$ cat src/lafr_pkg.sv
`timescale 1ns / 1ps

package lafr_pkg;

	localparam int BYTE_W   = 8;
	localparam int CFG_IDX_W = 8;

	localparam logic [BYTE_W-1:0] START_CODE_RST = 8'h02;
	localparam logic [BYTE_W-1:0] ACK_CODE_RST   = 8'h06;

	localparam logic [CFG_IDX_W-1:0] REG_START_CODE = 8'd0;
	localparam logic [CFG_IDX_W-1:0] REG_ACK_CODE   = 8'd1;

	localparam logic KIND_DATA   = 1'b0;
	localparam logic KIND_STATUS = 1'b1;

	typedef enum logic [2:0] {
		ST_OK       = 3'd0,
		ST_BADSTART = 3'd1,
		ST_ZEROLEN  = 3'd2,
		ST_TIMEOUT  = 3'd3,
		ST_CHECKSUM = 3'd4
	} status_t;

	typedef enum logic [3:0] {
		PH_START = 4'b0001,
		PH_LEN   = 4'b0010,
		PH_DATA  = 4'b0100,
		PH_CHECK = 4'b1000
	} phase_t;

	typedef struct packed {
		logic              kind;
		logic [BYTE_W-1:0] data_byte;
		logic [BYTE_W-1:0] byte_index;
		status_t           status;
		logic [BYTE_W-1:0] frame_length;
		logic              send_ack;
		logic [BYTE_W-1:0] ack_byte;
	} result_t;

	// handshake between the frame engine and the result register
	typedef struct packed {
		logic load;
		logic advance;
	} pipe_ctl_t;

endpackage

$ cat src/lafr_if.sv
`timescale 1ns / 1ps

interface lafr_in_if;
	logic       valid;
	logic       ready;
	logic [7:0] rx_byte;
	logic       timed_out;

	modport source (output valid, rx_byte, timed_out, input ready);
	modport sink   (input valid, rx_byte, timed_out, output ready);
endinterface

interface lafr_out_if;
	logic       valid;
	logic       ready;
	logic       kind;
	logic [7:0] data_byte;
	logic [7:0] byte_index;
	logic [2:0] status;
	logic [7:0] frame_length;
	logic       send_ack;
	logic [7:0] ack_byte;

	modport source (output valid, kind, data_byte, byte_index, status, frame_length,
		send_ack, ack_byte, input ready);
	modport sink   (input valid, kind, data_byte, byte_index, status, frame_length,
		send_ack, ack_byte, output ready);
endinterface

interface lafr_cfg_if;
	logic       valid;
	logic       ready;
	logic [7:0] index;
	logic [7:0] data;

	modport source (output valid, index, data, input ready);
	modport sink   (input valid, index, data, output ready);
endinterface

$ cat src/lrc_answer_frame_receiver.sv
`timescale 1ns / 1ps
// A received byte passes the input register, then the result register, to reach res;
// it is held in the input register while the result register is still held.
// Throughput: one received byte per cycle unless a held result stalls; input register
// and result register each advance once the result register is empty or being taken.
// Reset (arst_n low): frame state back to waiting for start, both stages empty,
// start_code = 2 and acknowledge_code = 6. No clearing pass.

module lrc_answer_frame_receiver (
	input  logic        clk,
	input  logic        arst_n,
	lafr_in_if.sink     rx,
	lafr_out_if.source  res,
	lafr_cfg_if.sink    cfg
);

	logic [lafr_pkg::BYTE_W-1:0] start_code;
	logic [lafr_pkg::BYTE_W-1:0] acknowledge_code;
	logic                        advance;
	lafr_pkg::pipe_ctl_t         ctl;
	lafr_pkg::result_t           result;

	lafr_cfg_regs u_cfg (
		.clk              (clk),
		.arst_n           (arst_n),
		.cfg              (cfg),
		.start_code       (start_code),
		.acknowledge_code (acknowledge_code)
	);

	lafr_frame_engine u_engine (
		.clk              (clk),
		.arst_n           (arst_n),
		.rx               (rx),
		.start_code       (start_code),
		.acknowledge_code (acknowledge_code),
		.advance          (advance),
		.ctl              (ctl),
		.result           (result)
	);

	lafr_out_reg u_out (
		.clk     (clk),
		.arst_n  (arst_n),
		.ctl     (ctl),
		.result  (result),
		.advance (advance),
		.res     (res)
	);

	// input only stalls behind a held result
	a_rx_stall: assert property (@(posedge clk) disable iff (!arst_n)
		!rx.ready |-> (res.valid && !res.ready))
		else $error("input stalled without output backpressure");

	a_ok_ack: assert property (@(posedge clk) disable iff (!arst_n)
		(res.valid && res.kind == lafr_pkg::KIND_STATUS && res.status == lafr_pkg::ST_OK)
		|-> (res.send_ack && res.frame_length != '0))
		else $error("ok status without acknowledge or length");

	a_data_clean: assert property (@(posedge clk) disable iff (!arst_n)
		(res.valid && res.kind == lafr_pkg::KIND_DATA)
		|-> (!res.send_ack && res.status == lafr_pkg::ST_OK && res.frame_length == '0))
		else $error("data request carries status fields");

endmodule

$ cat src/lafr_cfg_regs.sv
`timescale 1ns / 1ps

module lafr_cfg_regs (
	input  logic                          clk,
	input  logic                          arst_n,
	lafr_cfg_if.sink                      cfg,
	output logic [lafr_pkg::BYTE_W-1:0]   start_code,
	output logic [lafr_pkg::BYTE_W-1:0]   acknowledge_code
);

	logic [lafr_pkg::BYTE_W-1:0] start_code_q;
	logic [lafr_pkg::BYTE_W-1:0] ack_code_q;

	assign cfg.ready = 1'b1;

	// unknown indexes are dropped
	always_ff @(posedge clk or negedge arst_n) begin
		if (!arst_n) begin
			start_code_q <= lafr_pkg::START_CODE_RST;
			ack_code_q   <= lafr_pkg::ACK_CODE_RST;
		end else if (cfg.valid) begin
			if (cfg.index == lafr_pkg::REG_START_CODE) begin
				start_code_q <= cfg.data;
			end
			if (cfg.index == lafr_pkg::REG_ACK_CODE) begin
				ack_code_q <= cfg.data;
			end
		end
	end

	assign start_code       = start_code_q;
	assign acknowledge_code = ack_code_q;

endmodule

$ cat src/lafr_frame_engine.sv
`timescale 1ns / 1ps

module lafr_frame_engine (
	input  logic                          clk,
	input  logic                          arst_n,
	lafr_in_if.sink                       rx,
	input  logic [lafr_pkg::BYTE_W-1:0]   start_code,
	input  logic [lafr_pkg::BYTE_W-1:0]   acknowledge_code,
	input  logic                          advance,
	output lafr_pkg::pipe_ctl_t           ctl,
	output lafr_pkg::result_t             result
);

	logic                        valid_s1;
	logic [lafr_pkg::BYTE_W-1:0] byte_s1;
	logic                        tmo_s1;

	lafr_pkg::phase_t            phase_q,  phase_d;
	logic [lafr_pkg::BYTE_W-1:0] left_q,   left_d;
	logic [lafr_pkg::BYTE_W-1:0] check_q,  check_d;
	logic [lafr_pkg::BYTE_W-1:0] length_q, length_d;

	logic fire;
	logic res_valid;
	logic take_check;

	assign rx.ready = !valid_s1 || advance;
	assign fire     = valid_s1 && advance;

	always_ff @(posedge clk or negedge arst_n) begin
		if (!arst_n) begin
			valid_s1 <= 1'b0;
		end else if (rx.ready) begin
			valid_s1 <= rx.valid;
		end
	end

	always_ff @(posedge clk) begin
		if (rx.ready && rx.valid) begin
			byte_s1 <= rx.rx_byte;
			tmo_s1  <= rx.timed_out;
		end
	end

	// a data phase with nothing left treats the byte as the check byte
	assign take_check = (phase_q == lafr_pkg::PH_CHECK) ||
		((phase_q == lafr_pkg::PH_DATA) && (left_q == '0));

	always_comb begin
		phase_d   = phase_q;
		left_d    = left_q;
		check_d   = check_q;
		length_d  = length_q;
		res_valid = 1'b0;
		result    = '0;
		if (tmo_s1) begin
			phase_d       = lafr_pkg::PH_START;
			res_valid     = 1'b1;
			result.kind   = lafr_pkg::KIND_STATUS;
			result.status = lafr_pkg::ST_TIMEOUT;
		end else if (take_check) begin
			phase_d     = lafr_pkg::PH_START;
			res_valid   = 1'b1;
			result.kind = lafr_pkg::KIND_STATUS;
			if (byte_s1 == check_q) begin
				result.status       = lafr_pkg::ST_OK;
				result.frame_length = length_q;
				result.send_ack     = 1'b1;
				result.ack_byte     = acknowledge_code;
			end else begin
				result.status = lafr_pkg::ST_CHECKSUM;
			end
		end else begin
			case (phase_q)
				lafr_pkg::PH_START: begin
					if (byte_s1 != start_code) begin
						res_valid     = 1'b1;
						result.kind   = lafr_pkg::KIND_STATUS;
						result.status = lafr_pkg::ST_BADSTART;
					end else begin
						phase_d = lafr_pkg::PH_LEN;
					end
				end
				lafr_pkg::PH_LEN: begin
					if (byte_s1 == '0) begin
						phase_d       = lafr_pkg::PH_START;
						res_valid     = 1'b1;
						result.kind   = lafr_pkg::KIND_STATUS;
						result.status = lafr_pkg::ST_ZEROLEN;
					end else begin
						phase_d  = lafr_pkg::PH_DATA;
						left_d   = byte_s1;
						check_d  = byte_s1;
						length_d = byte_s1;
					end
				end
				lafr_pkg::PH_DATA: begin
					res_valid         = 1'b1;
					result.kind       = lafr_pkg::KIND_DATA;
					result.data_byte  = byte_s1;
					result.byte_index = length_q - left_q;
					check_d           = check_q ^ byte_s1;
					left_d            = left_q - 1'b1;
					if (left_q == 8'd1) begin
						phase_d = lafr_pkg::PH_CHECK;
					end
				end
				default: begin
					phase_d = lafr_pkg::PH_START;
				end
			endcase
		end
	end

	always_ff @(posedge clk or negedge arst_n) begin
		if (!arst_n) begin
			phase_q  <= lafr_pkg::PH_START;
			left_q   <= '0;
			check_q  <= '0;
			length_q <= '0;
		end else if (fire) begin
			phase_q  <= phase_d;
			left_q   <= left_d;
			check_q  <= check_d;
			length_q <= length_d;
		end
	end

	assign ctl.load    = fire && res_valid;
	assign ctl.advance = advance;

endmodule

$ cat src/lafr_out_reg.sv
`timescale 1ns / 1ps

module lafr_out_reg (
	input  logic                clk,
	input  logic                arst_n,
	input  lafr_pkg::pipe_ctl_t ctl,
	input  lafr_pkg::result_t   result,
	output logic                advance,
	lafr_out_if.source          res
);

	logic              valid_q;
	lafr_pkg::result_t result_q;

	// the register frees up when empty or when the consumer takes the request
	assign advance = !valid_q || res.ready;

	always_ff @(posedge clk or negedge arst_n) begin
		if (!arst_n) begin
			valid_q <= 1'b0;
		end else if (ctl.advance) begin
			valid_q <= ctl.load;
		end
	end

	always_ff @(posedge clk) begin
		if (ctl.load) begin
			result_q <= result;
		end
	end

	assign res.valid        = valid_q;
	assign res.kind         = result_q.kind;
	assign res.data_byte    = result_q.data_byte;
	assign res.byte_index   = result_q.byte_index;
	assign res.status       = result_q.status;
	assign res.frame_length = result_q.frame_length;
	assign res.send_ack     = result_q.send_ack;
	assign res.ack_byte     = result_q.ack_byte;

endmodule
$ cat src/flat_wrapper.sv
// flat-port wrapper written by rule: the top's interface ports become plain ports
module lrc_answer_frame_receiver_flat 
  (clk, arst_n, rx_valid, rx_rx_byte, rx_timed_out, rx_ready, res_valid, res_kind, res_data_byte, res_byte_index, res_status, res_frame_length, res_send_ack, res_ack_byte, res_ready, cfg_valid, cfg_index, cfg_data, cfg_ready);
  lafr_in_if rx_i ();
  lafr_out_if res_i ();
  lafr_cfg_if cfg_i ();
  input  logic clk;
  input  logic arst_n;
  input wire logic [$bits(rx_i.valid)-1:0] rx_valid;
  input wire logic [$bits(rx_i.rx_byte)-1:0] rx_rx_byte;
  input wire logic [$bits(rx_i.timed_out)-1:0] rx_timed_out;
  output wire logic [$bits(rx_i.ready)-1:0] rx_ready;
  output wire logic [$bits(res_i.valid)-1:0] res_valid;
  output wire logic [$bits(res_i.kind)-1:0] res_kind;
  output wire logic [$bits(res_i.data_byte)-1:0] res_data_byte;
  output wire logic [$bits(res_i.byte_index)-1:0] res_byte_index;
  output wire logic [$bits(res_i.status)-1:0] res_status;
  output wire logic [$bits(res_i.frame_length)-1:0] res_frame_length;
  output wire logic [$bits(res_i.send_ack)-1:0] res_send_ack;
  output wire logic [$bits(res_i.ack_byte)-1:0] res_ack_byte;
  input wire logic [$bits(res_i.ready)-1:0] res_ready;
  input wire logic [$bits(cfg_i.valid)-1:0] cfg_valid;
  input wire logic [$bits(cfg_i.index)-1:0] cfg_index;
  input wire logic [$bits(cfg_i.data)-1:0] cfg_data;
  output wire logic [$bits(cfg_i.ready)-1:0] cfg_ready;
  assign rx_i.valid = rx_valid;
  assign rx_i.rx_byte = rx_rx_byte;
  assign rx_i.timed_out = rx_timed_out;
  assign rx_ready = rx_i.ready;
  assign res_valid = res_i.valid;
  assign res_kind = res_i.kind;
  assign res_data_byte = res_i.data_byte;
  assign res_byte_index = res_i.byte_index;
  assign res_status = res_i.status;
  assign res_frame_length = res_i.frame_length;
  assign res_send_ack = res_i.send_ack;
  assign res_ack_byte = res_i.ack_byte;
  assign res_i.ready = res_ready;
  assign cfg_i.valid = cfg_valid;
  assign cfg_i.index = cfg_index;
  assign cfg_i.data = cfg_data;
  assign cfg_ready = cfg_i.ready;
  lrc_answer_frame_receiver u_core (.clk(clk), .arst_n(arst_n), .rx(rx_i), .res(res_i), .cfg(cfg_i));
endmodule
$ cat config.mk
export PLATFORM = sky130hd
export DESIGN_NAME = lrc_answer_frame_receiver_flat
export DESIGN_NICKNAME = d
export VERILOG_FILES = /design/src/lafr_pkg.sv /design/src/lafr_if.sv /design/src/lrc_answer_frame_receiver.sv /design/src/lafr_cfg_regs.sv /design/src/lafr_frame_engine.sv /design/src/lafr_out_reg.sv /design/src/flat_wrapper.sv
export SDC_FILE = /design/constraint.sdc
export NUM_CORES = 1
export LEC_CHECK = 0
export BUFFER_PORTS_ARGS = -buffer_cell sky130_fd_sc_hd__clkbuf_2
export CAP_MARGIN = 30
export CORE_MARGIN = 2
export CORE_UTILIZATION = 57
export DETAILED_ROUTE_END_ITERATION = 8
export PLACE_DENSITY = 0.8
export SETUP_SLACK_MARGIN = 0.05
export SKIP_LAST_GASP = 1
export SYNTH_ARGS = -nofsm -noshare
export SYNTH_HDL_FRONTEND = slang
export SYNTH_HIERARCHICAL = 1
export SYNTH_SLANG_ARGS = --single-unit
$ cat constraint.sdc
create_clock -name clk -period 4.65 [get_ports clk]
set_input_delay 0.2325 -clock clk [delete_from_list [all_inputs] [get_ports clk]]
set_output_delay 0.2325 -clock clk [all_outputs]
set_load 0.01 [all_outputs]
==> results.py <==
metrics = {
    "drt": {
        "top_layer_used": "met4",
        "route.met2.wl_um": 4498,
        "vias": 3119,
        "wl_met3_um": 498,
        "postRouteAntennaNets": 0,
        "wl_per_cell_um": 16.53,
        "routed_wl_um": 8925,
        "drc": 0,
        "drtIter0Drc": 280,
        "viasPerCell": 5.776,
        "wl_met1_um": 3632,
        "drt-pass1-iter-count": 4,
    },
    "worst_setup_path": {
        "criticalPathCategory": "register to register",
        "cp_cell_sequence": "nor4b_4 > nand4_2 > and2_1 > and2_1 > a31oi_4 > buf_4",
        "critPathMaxFanout": 33,
        "crit_top_cell": "and2_1",
        "worstPathRequired_ps": 4680,
        "r2r_end": "u_core/u_out/res.kind",
        "slowest_stage": "nor4b_4",
        "worst-r2r-cell-count": 6,
        "crit_end": "u_core/u_out/res.kind",
        "cp.arrival_ps": 3040,
        "crit_path_end_kind": "register",
        "worst-r2r-setup-slack_ps": 1640,
        "startpoint": "u_core/u_engine/phase_q[1]",
        "cpPeakStageDelay_ps": 740,
        "r2r-start": "u_core/u_engine/phase_q[1]",
        "start_kind": "register",
    },
    "cts": {
        "root_buffer": "clkbuf_8",
        "clock-sinks": 92,
        "cts_tree": "yes",
        "path_clk_slew_ps": 90,
        "cts_max_level": 3,
        "insertion_delay_ps": 360,
        "clockBufferDepth": 2,
        "cts_made_buffers": 9,
    },
    "floorplan": {
        "rows": 32,
        "fp.coreArea_um2": 7647,
        "die_area_um2": 8499,
        "io_pins": 70,
        "chipWidth_um": 92.19,
        "initial_core_util_pct": 57.97,
        "die_h_um": 92.19,
    },
    "synthesis": {
        "yosysTopAreaCell": "edfxtp_1",
        "ys_types": 54,
        "yosys_warnings": 6,
        "synthTopCellsByArea": "edfxtp_1, dfrtp_1, mux2_2",
        "async_reset_ff_share_pct": 50.00,
        "synthCells": 371,
        "synth_edf_count": 46,
        "synth_seq_cells": 92,
        "synth_nets": 413,
        "synthTopCellsByCount": "edfxtp_1, dfrtp_1, nor2_1",
        "ys.flop_type": "edfxtp_1",
        "yosysSeqAreaShare_pct": 57.24,
        "syn_avg_cell_area_um2": 11.95,
        "yosysMostFrequentCell": "edfxtp_1",
        "synthesis.area_um2": 4433,
        "synth_top_area_share_pct": 31.16,
    },
    "global_route": {
        "overflow": 0,
        "grt_antenna_before_repair": 0,
        "grt_usage_pct": 22.03,
        "grt_pass1_vias": 3026,
        "grt_start_max_net_pins": 47,
        "grt_pass1_wl_um": 14310,
    },
    "sta": {
        "setup_ws_ps": 1636,
        "worstMarginPinSlew_ps": 996.0,
        "fin_crit_ps": 3014,
        "rsz0062_at_grt": "no",
        "slew_headroom_pct": 33.40,
        "finalHoldViolCount": 0,
        "slew_viol_final": 0,
        "timing.final.crit_share_pct": 64.83,
        "fmax_ghz": 0.3317,
        "finalSetupViolCount": 0,
        "skew_ps": 11.07,
        "fin_hold_ws_ps": 45.00,
        "setup_tns_ps": 0,
    },
    "layout": {
        "seqCellArea_um2": 2537,
        "drive_above_1_share_pct": 28.31,
        "fillers": 575,
        "synthToLayoutAreaGrowth_pct": 15.27,
        "design_area_um2": 5110,
        "antenna_cells": 0,
        "layout.nets": 475,
        "fin_cells": 540,
        "multi_input_comb_area_um2": 1762,
    },
    "place": {
        "place.gp.congestion": 0.9467,
        "dpl.hpwl_um": 6229,
        "io_buffer_count": 68,
        "place_ws_ps": 1630,
        "place_area_um2": 4831,
        "dp_cells": 523,
    },
    "pwr": {
        "power.leakage_uw": 0.002240,
        "powerDensity_nw_per_um2": 468.0,
        "ir_drop_v": 0.0002126,
    },
    "min_path": {
        "hold-path-cell-count": 1,
        "min-delay-start": "rx_rx_byte[4]",
        "min_path_type": "input pin to register",
    },
    "flow_run": {
        "maxCapViolCount": 0,
    },
    "run_status": {
        "status": "complete, no violations",
    },
}
[logic make-up (layout without fill, tap and decap cells)]
logic type / Yosys count / in the layout / synth area share [%]
adder cells (fa/ha/maj): 12 / 12 / 3.556
AND/OR/NAND/NOR: 125 / 125 / 15.78
AO/OA/AOI/OAI: 64 / 64 / 9.173
other: 1 / 1 / 0.08459
buffers and inverters: 33 / 100 / 3.359
flip-flops: 92 / 92 / 57.24
XOR/XNOR: 20 / 20 / 3.951
multiplexers: 24 / 24 / 6.859
[routing by layer]
| layer | up-vias | global-route usage (%) |
|---|---|---|
| li1 | 1472 | - |
| met1 | 1492 | 27.96 |
| met2 | 124 | 35.78 |
| met3 | 31 | 5.094 |
| met4 | 0 | 10.70 |
| met5 | - | 0 |
[stage by stage]
stage / total power (uW) / util (%)
floorplan: 1516 / -
global placement: 1683 / 63.17
detailed placement: 1707 / 63.17
CTS: 2411 / 66.82
global route: 2519 / 66.82
finish: 2391 / 66.82
[placed cells by master, fill, tap and decap left out, types with 3 or more instances in the layout]
master / instances
o22ai_1: 11
dfstp_2: 4
mux2_4: 9
mux2_2: 15
o21a_1: 3
dfrtp_1: 42
nor2_1: 27
edfxtp_1: 46
a21oi_1: 17
inv_1: 13
nand2b_1: 5
nand3_1: 8
xnor2_1: 19
nand4_1: 9
nor3_1: 8
o21ai_0: 13
bufinv_16: 4
and2_1: 13
nand2_1: 20
clkbuf_2: 68
and3_1: 18
ha_1: 11
clkbuf_8: 9
[how the worst min path moves through the flow]
| stage | slack, ps | to |
|---|---|---|
| finish | 40 | u_core/u_engine/byte_s1[4] |
| global route | 30 | u_core/u_engine/byte_s1[7] |
| CTS | 30 | u_core/u_engine/byte_s1[4] |
| detailed placement | 370 | u_core/u_engine/left_q[0] |
| global placement | 360 | u_core/u_out/res.valid |
| floorplan | -60 | u_core/u_cfg/acknowledge_code[0] |
[critical path, delay by kind of cell, from the launching register on]
kind                   cells  cell delay, ps
buffers and inverters      1             420
flip-flops                 1             460
AO/OA/AOI/OAI              1             290
AND/OR/NAND/NOR            4            1500
[state kept, by name (all words and copies together) (netlist names)]
name and count:
u_core/u_cfg/acknowledge_code 8, u_core/u_cfg/start_code 8, u_core/u_engine/byte_s1 8, u_core/u_engine/check_q 8
u_core/u_engine/left_q 8, u_core/u_engine/length_q 8, u_core/u_engine/phase_q 4, u_core/u_engine/tmo_s1 1
u_core/u_engine/valid_s1 1, u_core/u_out/res.ack_byte 8, u_core/u_out/res.byte_index 8, u_core/u_out/res.data_byte 8
u_core/u_out/res.frame_length 8, u_core/u_out/res.kind 1, u_core/u_out/res.send_ack 1, u_core/u_out/res.status 3
u_core/u_out/res.valid 1
[area by class of cell]
cell class | count | share of cell area [%]
clock buffers | 9 | 2.424
multi-input cells | 246 | 34.48
inverters | 13 | 0.9549
flip-flops and latches | 92 | 49.66
clock inverters | 7 | 2.840
repair buffers | 71 | 7.150
well taps | 102 | 2.498
[timing repair]
action | 4_1_cts | 5_1_grt
endpoints found under the hold margin | 42 | 0
setup buffers | 0 | 0
gates resized for setup | 0 | 0
hold buffers | 1 | 0
[where the power goes]
group          switching, uW  total (uW)  internal (uW)
sequential               107        1140           1030
clock                    285         700            415
combinational            319         554            234
No activity file was read; power rests on OpenSTA's default activity.
